==> config.mk <==
export PLATFORM = sky130hd
export DESIGN_NAME = ts_pid_filter_pes_header_parser_core
export DESIGN_NICKNAME = d
export VERILOG_FILES = /design/src/hdl/tspes_pkg.sv /design/src/hdl/ts_pid_filter_pes_header_parser_core.sv /design/src/hdl/tspes_front.sv /design/src/hdl/tspes_back.sv
export SDC_FILE = /design/constraint.sdc
export NUM_CORES = 1
export LEC_CHECK = 0
export BUFFER_PORTS_ARGS = -buffer_cell sky130_fd_sc_hd__buf_2
export CAP_MARGIN = 20
export CORE_UTILIZATION = 61
export CTS_BUF_LIST = sky130_fd_sc_hd__clkbuf_16
export DETAILED_ROUTE_END_ITERATION = 6
export GPL_TIMING_DRIVEN = 0
export MAX_ROUTING_LAYER = met4
export PLACE_DENSITY_LB_ADDON = 0.2
export SLEW_MARGIN = 20
export SYNTH_ARGS = -nofsm -noshare
export SYNTH_HDL_FRONTEND = slang
export SYNTH_SLANG_ARGS = --single-unit
==> constraint.sdc <==
create_clock -name clk -period 9.47 [get_ports clk]
set_input_delay 0.947 -clock clk [delete_from_list [all_inputs] [get_ports clk]]
set_output_delay 0.947 -clock clk [all_outputs]
set_load 0.03 [all_outputs]
==> src/hdl/tspes_pkg.sv <==
// shared types and constants for the transport stream pes parser
`default_nettype none
package tspes_pkg;

    localparam int TS_PACKET_BYTES = 188;
    localparam int PES_COUNT_BITS = 24;
    localparam int HDR_BYTES = 19;
    localparam int QUEUE_DEPTH = 4;

    localparam logic [7:0] SYNC_BYTE = 8'h47;
    localparam logic [7:0] AUDIO_ID = 8'hBD;

    typedef enum logic [1:0] {
        KIND_BYTE   = 2'd0,
        KIND_RECORD = 2'd1,
        KIND_TS_ERR = 2'd2
    } kind_t;

    localparam logic [3:0] ST_OK          = 4'd0;
    localparam logic [3:0] ST_SHORT       = 4'd1;
    localparam logic [3:0] ST_STREAM_ID   = 4'd2;
    localparam logic [3:0] ST_START_CODE  = 4'd3;
    localparam logic [3:0] ST_HDR_LEN     = 4'd4;
    localparam logic [3:0] ST_NO_PTS      = 4'd5;
    localparam logic [3:0] ST_BAD_FLAGS   = 4'd6;
    localparam logic [3:0] ST_DTS_PREFIX  = 4'd7;
    localparam logic [3:0] ST_MARKER      = 4'd8;
    localparam logic [3:0] ST_PTS_PREFIX  = 4'd9;
    localparam logic [3:0] ST_EMPTY       = 4'd10;
    localparam logic [3:0] ST_DECL_LEN    = 4'd11;
    localparam logic [3:0] ST_SYNC        = 4'd12;
    localparam logic [3:0] ST_AFC         = 4'd13;
    localparam logic [3:0] ST_OFFSET      = 4'd14;

    typedef struct packed {
        logic        has_rec;
        kind_t       rec_kind;
        logic [3:0]  status;
        logic [32:0] pts;
        logic [32:0] dts;
        logic [8:0]  payload_begin;
        logic [23:0] payload_finish;
        logic [15:0] declared_length;
        logic        has_fwd;
        logic [7:0]  pes_byte;
        logic [23:0] byte_index;
    } event_t;

endpackage
`default_nettype wire

==> src/hdl/ts_pid_filter_pes_header_parser_core.sv <==
// top level of the transport stream pid filter and pes header parser
//
// input side: one transport stream byte per word on ts_byte, taken when
// push is high and full is low; the first byte after reset starts a packet
// result side: the oldest result sits on the ports while empty is low and
// leaves when pop is high; last marks the final result of one byte
// each byte yields zero, one or two results; two only on the fifth byte
// of a packet (a record, then the first payload byte)
// a result is written into the event queue when its byte is taken
// one byte per cycle while results are drained; a byte giving
// two results holds its queue slot until both of them are popped
// a four-entry event queue separates parser and output; when the receiver
// stalls the queue fills and full rises, no result is lost
// reset clears packet position, pes count and queue; registers go to
// wanted_pid 0 and expect_video 1, written over the apb port at 0 and 4
`default_nettype none
module ts_pid_filter_pes_header_parser_core
    import tspes_pkg::*;
#(
    parameter int PES_COUNT_BITS_P = PES_COUNT_BITS
)
(
    input  wire logic        clk,
    input  wire logic        rst_n,
    input  wire logic        psel,
    input  wire logic        penable,
    input  wire logic        pwrite,
    input  wire logic [2:0]  paddr,
    input  wire logic [31:0] pwdata,
    output logic [31:0]      prdata,
    output logic             pready,
    input  wire logic        push,
    output logic             full,
    input  wire logic [7:0]  ts_byte,
    output logic             empty,
    input  wire logic        pop,
    output logic [1:0]       kind,
    output logic [7:0]       pes_byte,
    output logic [23:0]      byte_index,
    output logic [3:0]       status,
    output logic [32:0]      pts,
    output logic [32:0]      dts,
    output logic [8:0]       payload_begin,
    output logic [23:0]      payload_finish,
    output logic [15:0]      declared_length,
    output logic             last
);

    logic [12:0] pid_reg;
    logic video_reg;
    logic wr_en, accept, ev_push;
    event_t ev;

    assign pready = 1'b1;
    assign wr_en = psel && penable && pwrite;
    assign prdata = paddr[2] ? {31'd0, video_reg} : {19'd0, pid_reg};
    assign accept = push && !full;

    always_ff @(posedge clk or negedge rst_n)
    begin
        if (!rst_n)
        begin
            pid_reg <= '0;
            video_reg <= 1'b1;
        end
        else if (wr_en)
        begin
            if (paddr[2])
                video_reg <= pwdata[0];
            else
                pid_reg <= pwdata[12:0];
        end
    end

    tspes_front #(
        .PES_COUNT_BITS_P(PES_COUNT_BITS_P)
    ) u_front (
        .clk(clk),
        .rst_n(rst_n),
        .accept(accept),
        .ts_byte(ts_byte),
        .wanted_pid(pid_reg),
        .expect_video(video_reg),
        .ev(ev),
        .ev_push(ev_push)
    );

    tspes_back u_back (
        .clk(clk),
        .rst_n(rst_n),
        .ev_push(ev_push),
        .ev(ev),
        .q_full(full),
        .pop(pop),
        .empty(empty),
        .kind(kind),
        .pes_byte(pes_byte),
        .byte_index(byte_index),
        .status(status),
        .pts(pts),
        .dts(dts),
        .payload_begin(payload_begin),
        .payload_finish(payload_finish),
        .declared_length(declared_length),
        .last(last)
    );

endmodule
`default_nettype wire

==> src/hdl/tspes_front.sv <==
// packet header checks, pid filter, pes gathering and record judging
`default_nettype none
module tspes_front
    import tspes_pkg::*;
#(
    parameter int PES_COUNT_BITS_P = PES_COUNT_BITS
)
(
    input  wire logic        clk,
    input  wire logic        rst_n,
    input  wire logic        accept,
    input  wire logic [7:0]  ts_byte,
    input  wire logic [12:0] wanted_pid,
    input  wire logic        expect_video,
    output event_t           ev,
    output logic             ev_push
);

    localparam logic [PES_COUNT_BITS_P-1:0] CNT_MAX = '1;

    logic [7:0] pos_reg, pos_next;
    logic pusi_reg, pusi_next, hi_reg, hi_next, match_reg, match_next;
    logic collect_reg, collect_next;
    logic [1:0] afc_reg, afc_next;
    logic [8:0] poff_reg, poff_next;
    logic [3:0] err_reg, err_next;
    logic [PES_COUNT_BITS_P-1:0] cnt_reg, cnt_next, cnt_eff;
    logic [7:0] hdr_reg [HDR_BYTES];
    logic [3:0] judge_st;
    logic [1:0] fl;
    logic [32:0] c33, begin33, len33;
    logic [8:0] hbegin;
    logic [15:0] hlen;
    logic [32:0] pts_w, dts_w;
    logic fwd, hdr_we;
    logic [31:0] cnt32;

    assign fl = hdr_reg[7][7:6];
    assign c33 = 33'(cnt_reg);
    assign hbegin = 9'(hdr_reg[8]) + 9'd9;
    assign begin33 = 33'(hbegin);
    assign hlen = {hdr_reg[4], hdr_reg[5]};
    assign len33 = 33'(hlen) + 33'd6;
    assign pts_w = {hdr_reg[9][3:1], hdr_reg[10], hdr_reg[11][7:1], hdr_reg[12],
                    hdr_reg[13][7:1]};
    assign dts_w = (fl == 2'b11) ? {hdr_reg[14][3:1], hdr_reg[15], hdr_reg[16][7:1],
                    hdr_reg[17], hdr_reg[18][7:1]} : pts_w;

    always_comb
    begin
        judge_st = ST_OK;
        if (c33 < 33'd4)
            judge_st = ST_SHORT;
        else if (expect_video ? (hdr_reg[3][7:4] != 4'he) : (hdr_reg[3] != AUDIO_ID))
            judge_st = ST_STREAM_ID;
        else if (c33 < 33'd9)
            judge_st = ST_SHORT;
        else if (hdr_reg[0] != 8'd0 || hdr_reg[1] != 8'd0 || hdr_reg[2] != 8'd1)
            judge_st = ST_START_CODE;
        else if (begin33 > c33)
            judge_st = ST_HDR_LEN;
        else if (fl == 2'd0)
            judge_st = ST_NO_PTS;
        else if (fl == 2'd1)
            judge_st = ST_BAD_FLAGS;
        else if (fl == 2'd3 && c33 < 33'd19)
            judge_st = ST_SHORT;
        else if (fl == 2'd3 && hdr_reg[14][7:4] != 4'd1)
            judge_st = ST_DTS_PREFIX;
        else if (fl == 2'd3 && (!hdr_reg[14][0] || !hdr_reg[16][0] || !hdr_reg[18][0]))
            judge_st = ST_MARKER;
        else if (c33 < 33'd14)
            judge_st = ST_SHORT;
        else if (hdr_reg[9][7:4] != {2'b00, fl})
            judge_st = ST_PTS_PREFIX;
        else if (!hdr_reg[9][0] || !hdr_reg[11][0] || !hdr_reg[13][0])
            judge_st = ST_MARKER;
        else if (begin33 >= c33)
            judge_st = ST_EMPTY;
        else if (hlen != 16'd0 && len33 > c33)
            judge_st = ST_DECL_LEN;
    end

    always_comb
    begin
        pos_next = (pos_reg == 8'(TS_PACKET_BYTES - 1)) ? 8'd0 : pos_reg + 8'd1;
        pusi_next = pusi_reg;
        hi_next = hi_reg;
        match_next = match_reg;
        collect_next = collect_reg;
        afc_next = afc_reg;
        poff_next = poff_reg;
        err_next = err_reg;
        cnt_eff = cnt_reg;
        ev = '0;
        case (pos_reg)
            8'd0:
            begin
                pusi_next = 1'b0;
                hi_next = 1'b0;
                match_next = 1'b0;
                collect_next = 1'b0;
                afc_next = 2'd0;
                err_next = (ts_byte != SYNC_BYTE) ? ST_SYNC : ST_OK;
            end
            8'd1:
            begin
                pusi_next = ts_byte[6];
                hi_next = (ts_byte[4:0] == wanted_pid[12:8]);
            end
            8'd2:
            begin
                match_next = hi_reg && (ts_byte == wanted_pid[7:0]);
                hi_next = 1'b0;
            end
            8'd3:
            begin
                afc_next = ts_byte[5:4];
                if (err_reg == ST_OK && ts_byte[5:4] == 2'd0)
                    err_next = ST_AFC;
                poff_next = (ts_byte[5:4] == 2'd1) ? 9'd4 : 9'(TS_PACKET_BYTES);
            end
            8'd4:
            begin
                if (afc_reg == 2'd3)
                    poff_next = 9'(ts_byte) + 9'd5;
                if (err_reg == ST_OK && poff_next > 9'(TS_PACKET_BYTES))
                    err_next = ST_OFFSET;
                if (err_next != ST_OK)
                begin
                    ev.has_rec = 1'b1;
                    ev.rec_kind = KIND_TS_ERR;
                    ev.status = err_next;
                    cnt_eff = '0;
                end
                else if (match_reg)
                begin
                    if (pusi_reg)
                    begin
                        if (cnt_reg != '0)
                        begin
                            ev.has_rec = 1'b1;
                            ev.rec_kind = KIND_RECORD;
                            ev.status = judge_st;
                            if (judge_st == ST_OK)
                            begin
                                ev.pts = pts_w;
                                ev.dts = dts_w;
                                ev.payload_begin = hbegin;
                                ev.declared_length = hlen;
                                ev.payload_finish = (hlen != 16'd0) ? 24'(len33)
                                                                    : cnt32[23:0];
                            end
                            cnt_eff = '0;
                        end
                        collect_next = 1'b1;
                    end
                    else if (cnt_reg != '0)
                        collect_next = 1'b1;
                end
            end
            default:
            begin
            end
        endcase
        fwd = (pos_reg >= 8'd4) && collect_next && (9'(pos_reg) >= poff_next);
        ev.has_fwd = fwd;
        ev.pes_byte = ts_byte;
        ev.byte_index = 24'(32'(cnt_eff));
        if (!fwd)
        begin
            ev.pes_byte = '0;
            ev.byte_index = '0;
        end
        hdr_we = fwd && (32'(cnt_eff) < 32'(HDR_BYTES));
        cnt_next = (fwd && cnt_eff != CNT_MAX) ? cnt_eff + 1'b1 : cnt_eff;
        ev_push = accept && (ev.has_rec || fwd);
    end

    assign cnt32 = 32'(cnt_reg);

    always_ff @(posedge clk or negedge rst_n)
    begin
        if (!rst_n)
        begin
            pos_reg <= '0;
            pusi_reg <= 1'b0;
            hi_reg <= 1'b0;
            match_reg <= 1'b0;
            collect_reg <= 1'b0;
            afc_reg <= '0;
            poff_reg <= 9'd4;
            err_reg <= '0;
            cnt_reg <= '0;
        end
        else if (accept)
        begin
            pos_reg <= pos_next;
            pusi_reg <= pusi_next;
            hi_reg <= hi_next;
            match_reg <= match_next;
            collect_reg <= collect_next;
            afc_reg <= afc_next;
            poff_reg <= poff_next;
            err_reg <= err_next;
            cnt_reg <= cnt_next;
        end
    end

    always_ff @(posedge clk)
    begin
        if (accept && hdr_we)
            hdr_reg[cnt_eff[4:0]] <= ts_byte;
    end

endmodule
`default_nettype wire

==> src/hdl/tspes_back.sv <==
// event queue and serializer toward the result side
`default_nettype none
module tspes_back
    import tspes_pkg::*;
(
    input  wire logic        clk,
    input  wire logic        rst_n,
    input  wire logic        ev_push,
    input  event_t           ev,
    output logic             q_full,
    input  wire logic        pop,
    output logic             empty,
    output logic [1:0]       kind,
    output logic [7:0]       pes_byte,
    output logic [23:0]      byte_index,
    output logic [3:0]       status,
    output logic [32:0]      pts,
    output logic [32:0]      dts,
    output logic [8:0]       payload_begin,
    output logic [23:0]      payload_finish,
    output logic [15:0]      declared_length,
    output logic             last
);

    localparam int PW = $clog2(QUEUE_DEPTH);

    event_t q_reg [QUEUE_DEPTH];
    logic [PW-1:0] wr_reg, rd_reg;
    logic [PW:0] cnt_reg;
    logic phase_reg;
    event_t head;
    logic take, deq, rec_phase;

    assign head = q_reg[rd_reg];
    assign empty = (cnt_reg == '0);
    assign q_full = (cnt_reg == (PW+1)'(QUEUE_DEPTH));
    assign take = pop && !empty;
    assign rec_phase = head.has_rec && !phase_reg;
    assign deq = take && !(rec_phase && head.has_fwd);

    always_comb
    begin
        if (rec_phase)
        begin
            kind = head.rec_kind;
            pes_byte = '0;
            byte_index = '0;
            status = head.status;
            pts = head.pts;
            dts = head.dts;
            payload_begin = head.payload_begin;
            payload_finish = head.payload_finish;
            declared_length = head.declared_length;
            last = !head.has_fwd;
        end
        else
        begin
            kind = KIND_BYTE;
            pes_byte = head.pes_byte;
            byte_index = head.byte_index;
            status = ST_OK;
            pts = '0;
            dts = '0;
            payload_begin = '0;
            payload_finish = '0;
            declared_length = '0;
            last = 1'b1;
        end
    end

    always_ff @(posedge clk or negedge rst_n)
    begin
        if (!rst_n)
        begin
            wr_reg <= '0;
            rd_reg <= '0;
            cnt_reg <= '0;
            phase_reg <= 1'b0;
        end
        else
        begin
            if (ev_push)
                wr_reg <= wr_reg + 1'b1;
            if (deq)
                rd_reg <= rd_reg + 1'b1;
            cnt_reg <= cnt_reg + (PW+1)'(ev_push) - (PW+1)'(deq);
            if (take)
                phase_reg <= !deq;
        end
    end

    always_ff @(posedge clk)
    begin
        if (ev_push)
            q_reg[wr_reg] <= ev;
    end

endmodule
`default_nettype wire

==> results of run 1 <==
[worst min-delay path by stage]
stage	end	slack [ns]	start
floorplan	u_back.phase_reg	0.44	u_back.phase_reg
global placement	u_back.phase_reg	0.46	u_back.phase_reg
detailed placement	u_back.phase_reg	0.47	u_back.phase_reg
CTS	u_front.cnt_reg[5]	0.20	rst_n
global route	u_front.cnt_reg[5]	0.23	rst_n
finish	u_front.cnt_reg[18]	0.22	rst_n
[metrics by stage]
stage	utilization	total power, uW	instance area, um2	setup WS (ns)	cells
2_1_floorplan	-	6580	35800	1.93	2205
3_3_place_gp	0.653	7530	37800	-2.20	3167
3_5_place_dp	0.662	7570	38200	2.94	3189
4_1_cts	0.707	10800	40900	3.32	3337
5_1_grt	0.707	11100	40900	2.77	3337
6_report	0.707	10700	40900	3.26	3337
[area by class of cell]
type	count	area, um2	share of cell area
clock inverter	65	576	0.0141
tap	765	957	0.0234
buffer	140	668	0.0163
sequential	831	24600	0.601
multi-input combinational	1141	10300	0.251
timing repair buffer	219	1390	0.0341
clock buffer	83	2080	0.0508
inverter	93	349	0.00854
[power breakdown]
group | internal [uW] | switching [uW] | total, uW | leakage, uW
clock network | 1830 | 1380 | 3210 | 0.00135
logic | 1180 | 2060 | 3240 | 0.00497
registers | 4120 | 104 | 4230 | 0.00805
total | 7130 | 3550 | 10700 | 0.0144
[critical path: stages, from the launching register on]
cell and delay [ns]:
dfrtp_1 0.43, nor4_1 0.50, nand3b_1 0.23, nor2_1 0.32, clkbuf_1 0.40, nand2_1 0.20
a211oi_1 0.40, ha_1 0.25, o221ai_1 0.12, o21ai_0 0.22, a2111oi_0 0.23, or2_2 0.34
a21o_1 0.19, a21oi_1 0.62, and2_4 0.72, buf_12 0.31, buf_16 0.27
[routing by layer]
layer / vias to the layer above / routed length [um] / global-route usage
met5: - / 0 / -
met4: 0 / 2540 / 0.101
met3: 156 / 5630 / 0.0469
met2: 778 / 40900 / 0.466
met1: 10400 / 33700 / 0.391
li1: 9090 / - / -
[kinds of logic (layout without fill, tap and decap cells)]
group / after synthesis / after routing / share of synthesized area
buf+inv: 233 / 600 / 0.0284
xor+xnor: 54 / 54 / 0.0132
compound gates: 184 / 184 / 0.0354
flops: 831 / 831 / 0.688
mux: 212 / 212 / 0.114
other cells: 2 / 20 / 0.000210
fa+ha+maj: 52 / 52 / 0.0184
simple gates: 619 / 619 / 0.103
[cell usage in the layout, fill, tap and decap left out, drive strengths merged, types with 10 or more instances in the layout]
master  Yosys  final
a21o       10     10
a21oi      39     39
and2       60     60
and3       10     10
buf        60    279
clkbuf     80    163
clkinv      1     27
conb        2     20
dfrtp      71     71
edfxtp    758    758
ha         51     51
inv        92    115
mux2       17     17
mux2i      40     40
mux4      155    155
nand2      81     81
nand3      28     28
nand4      25     25
nor2       55     55
nor2b     139    139
nor3      134    134
nor4       36     36
o211ai     12     12
o21ai      47     47
xnor2      35     35
xor2       19     19
==> flow_summary.yaml, run 1 <==
clock_network:
  hold_buffers: 0
  clk_pin_slew_ns: 0.06
  clock_latency_ns: 0.65
  cts_resized: 0
  cts_root_buf: "clkbuf_16"
  cts.htree.levels: 3
  clkSinkCount: 831
  cts_made_buffers: 82
  cts_tree: "done"
  cts_setup_buffers: 0
  clockBufferDepth: 3
routing:
  drtAntennaViolNets: 0
  routed_wl_mm: 82.7
  viasPerCell: 6.13
  vias: 20400
  drt-initial-drc-count: 1694
  first_pass_iters: 5
  wl_per_cell_um: 24.8
  drcViolationCount: 0
critical_path:
  regToRegSetupSlack_ns: 3.26
  path_class: "reg2reg"
  r2r-end: "u_back.q_reg[1][50]"
  required_ns: 9.77
  path_max_fanout: 43
  startpoint: "u_front.pos_reg[4]"
  crit_end: "u_back.q_reg[1][50]"
  rr_worst_depth: 16
  cp-start-kind: "flop"
  critPathArrivalTime_ns: 6.50
  reg2reg_from: "u_front.pos_reg[4]"
  worstSetupEndpointType: "flop"
die:
  ios: 239
  die-area_um2: 59600
  die_h_um: 244
  start_util: 0.619
  die_x_um: 244
  rows: 88
  core_um2: 57800
finish:
  nNetsFinal: 2610
  largest_reg_flops: 620
  syn_to_final_growth_pct: 14.4
  drive_gt1_frac: 0.246
  n_antenna_cell: 0
  fillers: 3731
yosys:
  syn_area_um2: 35800
  netlist-cell-type-count: 76
  yosysSeqAreaShare: 0.688
  synth.most_common_cell: "edfxtp_1"
  synth_enable_flop_cells: 758
  yosys_register_bits: 831
  synthTopCellsByArea: "edfxtp_1 64%, mux4_2 9.8%, dfrtp_1 5.0%"
  yosysTopAreaCellShare: 0.637
  synth_top_area_cell: "edfxtp_1"
  syn_inst: 2187
  synth_ff_type: "edfxtp_1"
  yosys-top-cells-count: "758 x edfxtp_1, 155 x mux4_2, 139 x nor2b_1, 92 x inv_1, 84 x nor3_1"
  synthArstFlopShare: 0.0878
  ys_warn_count: 0
  avgSynthCellArea_um2: 16.4
global_route:
  track_usage: 0.294
  antenna_found_initial: 0
  overflow: 0
  grt_pass1_wl_mm: 126
  grt_pass1_vias: 20800
  grt_max_degree: 52
timing:
  rsz0062_at_grt: "false"
  hold_violations: 0
  hold_slack_ns: 0.216
  setup_tns_ns: 0
  min_period_ns: 6.21
  finalMaxSlewViolations: 0
  final-setup-viol-count: 0
  tightest_slew_ns: 1.14
  clock_skew_ns: 0.0351
  fin_crit_sh: 0.655
  fmax_mhz: 161
  slew_headroom: 0.240
power_and_ir_drop:
  peakVddDrop_uv: 231
  p_per_area_nw_per_um2: 261
  leakage_uw: 0.0144
place:
  port_buffers: 197
  dp_hpwl_mm: 55.8
  gp_congestion: 0.911
status:
  status: "completed"
run:
  maxCapViolCount: 0
min_path:
  hold_class: "in2async"
(Power assumes the default switching activity.)
==> run 2: changes to the inputs <==
Settings changed: CORE_UTILIZATION 61 to 55.
Clock period 9.47 ns to 5.4 ns, I/O delays scaled along.
==> run 2 against run 1 <==
Effect of this change: register-to-register slack got worse by 3.1 ns; via count rose by 0.59%; global-route usage fell by 2.8 points; clock power rose by 79%; power rose by 77%; final cell count rose by 3.8%; first-iteration DRC count fell by 6.3%; count of clock-buffer cells in the layout rose by 4; utilization fell by 6.3 points; fmax rose by 18%; non-clock buffer count rose by 28.
==> flow_summary.yaml, run 2 (synthesis gave the netlist of run 1 again) <==
global_route:
  overflow: 0
  grt_max_degree: 55
  track_usage: 0.266
  grt_pass1_wl_mm: 127
  antenna_found_initial: 1
  grt_pass1_vias: 20800
place:
  dp_slack_ns: -0.771
  dp_hpwl_mm: 55.8
  port_buffers: 197
  placed_area_um2: 38400
  dp_cells: 3279
  gp_congestion: 0.967
clock_network:
  clock_latency_ns: 0.62
  clkSinkCount: 831
  cts_root_buf: "clkbuf_16"
  clk_pin_slew_ns: 0.06
  cts.htree.levels: 3
  clockBufferDepth: 3
  cts_made_buffers: 83
  cts_tree: "done"
critical_path:
  crit_buf_inv: 2
  cp_top_family: "compound AO/OA/AOI/OAI gates"
  cp-start-kind: "flop"
  path_max_fanout: 10
  critPathArrivalTime_ns: 5.59
  crit_path_max_incr_delay_ns: 0.61
  required_ns: 5.72
  path_class: "reg2reg"
  cp_slowest_cell: "nor3_1"
  cp_common_cell: "a21o_1"
  path_cells: "and3_1 -> nand3_1 -> nor2_1 -> and4_1 -> nand4_1 -> xnor2_1 -> ha_1 -> a21o_1 -> a21o_1 -> a21oi_1 -> a221o_1 -> a31oi_1 -> o32a_1 -> a2111o_1 -> buf_2 -> clkbuf_1 -> nor3_1"
  worstSetupEndpointType: "flop"
routing:
  wl_per_cell_um: 24.3
  routed_wl_mm: 84.2
  viasPerCell: 5.94
  drtAntennaViolNets: 0
  drt-initial-drc-count: 1587
  first_pass_iters: 5
  vias: 20600
  drcViolationCount: 0
timing:
  finalMaxSlewViolations: 0
  setup_tns_ns: 0
  min_period_ns: 5.27
  finalWorstSetupSlack_ns: 0.129
  hold_violations: 0
  rsz0062_at_grt: "true"
  slew_headroom: 0.318
  clock_skew_ns: 0.0212
  fmax_mhz: 190
  final-setup-viol-count: 0
  tightest_slew_ns: 1.02
  hold_slack_ns: 0.155
  fin_crit_sh: 0.976
run:
  maxCapViolCount: 0
finish:
  final_cells: 3464
  mostFrequentLayoutCell: "edfxtp_1"
  final_cell_mix: "758 x edfxtp_1, 213 x buf_2, 155 x mux4_2, 139 x nor2b_1, 108 x inv_1"
  fillers: 4571
  drive_gt1_frac: 0.265
  stdcell_area_um2: 41500
  syn_to_final_growth_pct: 16.0
  nNetsFinal: 2642
  largest_reg_flops: 620
die:
  start_util: 0.556
  core_um2: 64300
  ios: 239
  rows: 93
  die_h_um: 257
  die_x_um: 257
  die-area_um2: 66000
power_and_ir_drop:
  leakage_uw: 0.0146
  p_per_area_nw_per_um2: 456
  peakVddDrop_uv: 357
status:
  status: "completed"
min_path:
  hold_class: "in2reg"
run 2: cell types whose count changed in the layout (fill, tap and decap cells not counted), sizes merged, moves of 3 or more:
cell,previous run,this run
clkinvlp,8,4
clkbuf,163,170
clkinv,27,36
and2,60,63
buf,279,303
inv,115,110
run 2: power by group:
| part | internal [uW] | total, uW | switching [uW] |
|---|---|---|---|
| Clock | 3350 | 5730 | 2380 |
| Sequential | 7230 | 7410 | 185 |
| Combinational | 2110 | 5760 | 3640 |
run 2: per-layer routing:
metal	routed length (um)	GRT usage	share of wire	vias up
met5	0	-	0	-
met3	4910	0.0348	0.058	127
li1	-	-	-	9172
met4	1960	0.0764	0.023	0
met2	43300	0.443	0.51	724
met1	34100	0.343	0.40	10500
run 2: through the flow:
| step | util | power [uW] |
|---|---|---|
| 3_3_place_gp | 0.589 | 13200 |
| 5_1_grt | 0.645 | 19700 |
| 4_1_cts | 0.640 | 19000 |
| 3_5_place_dp | 0.596 | 13300 |
| 2_1_floorplan | - | 11500 |
| 6_report | 0.645 | 18900 |
run 2: repair_timing:
item / in CTS / in global routing
setup endpoints to repair: 633 / 1105
gates cloned: 3 / 0
endpoints found under the hold margin: 19 / 0
pin swaps: 3 / 9
hold buffers: 1 / 0
gates resized for setup: 10 / 29
buffers inserted: 0 / 27
run 2: final cells by class:
class,instances,area [um2],share of cell area
Multi-Input combinational cell,1144,10400,0.252
Buffer,139,674,0.0163
Clock inverter,66,551,0.0133
Timing Repair Buffer,248,1640,0.0395
Clock buffer,87,2180,0.0525
Antenna cell,1,2.50,0.0000603
Tap cell,855,1070,0.0258
Inverter,93,349,0.00841
Sequential cell,831,24600,0.593
run 2: path summary, 6_finish.rpt:
path | startpoint | end | slack, ns | cells after the start
setup / recovery | u_front.hdr_reg[5][3] | u_back.q_reg[0][34] | 0.13 | 17
hold / removal | pwdata[3] | pid_reg[3] | 0.16 | 2
setup reg to reg | u_front.hdr_reg[5][3] | u_back.q_reg[0][34] | 0.13 | 17
hold reg to reg | u_back.phase_reg | u_back.phase_reg | 0.50 | 2
max in group asynchronous | rst_n | video_reg | 4.37 | 3
min in group asynchronous | rst_n | u_front.cnt_reg[14] | 0.37 | 2
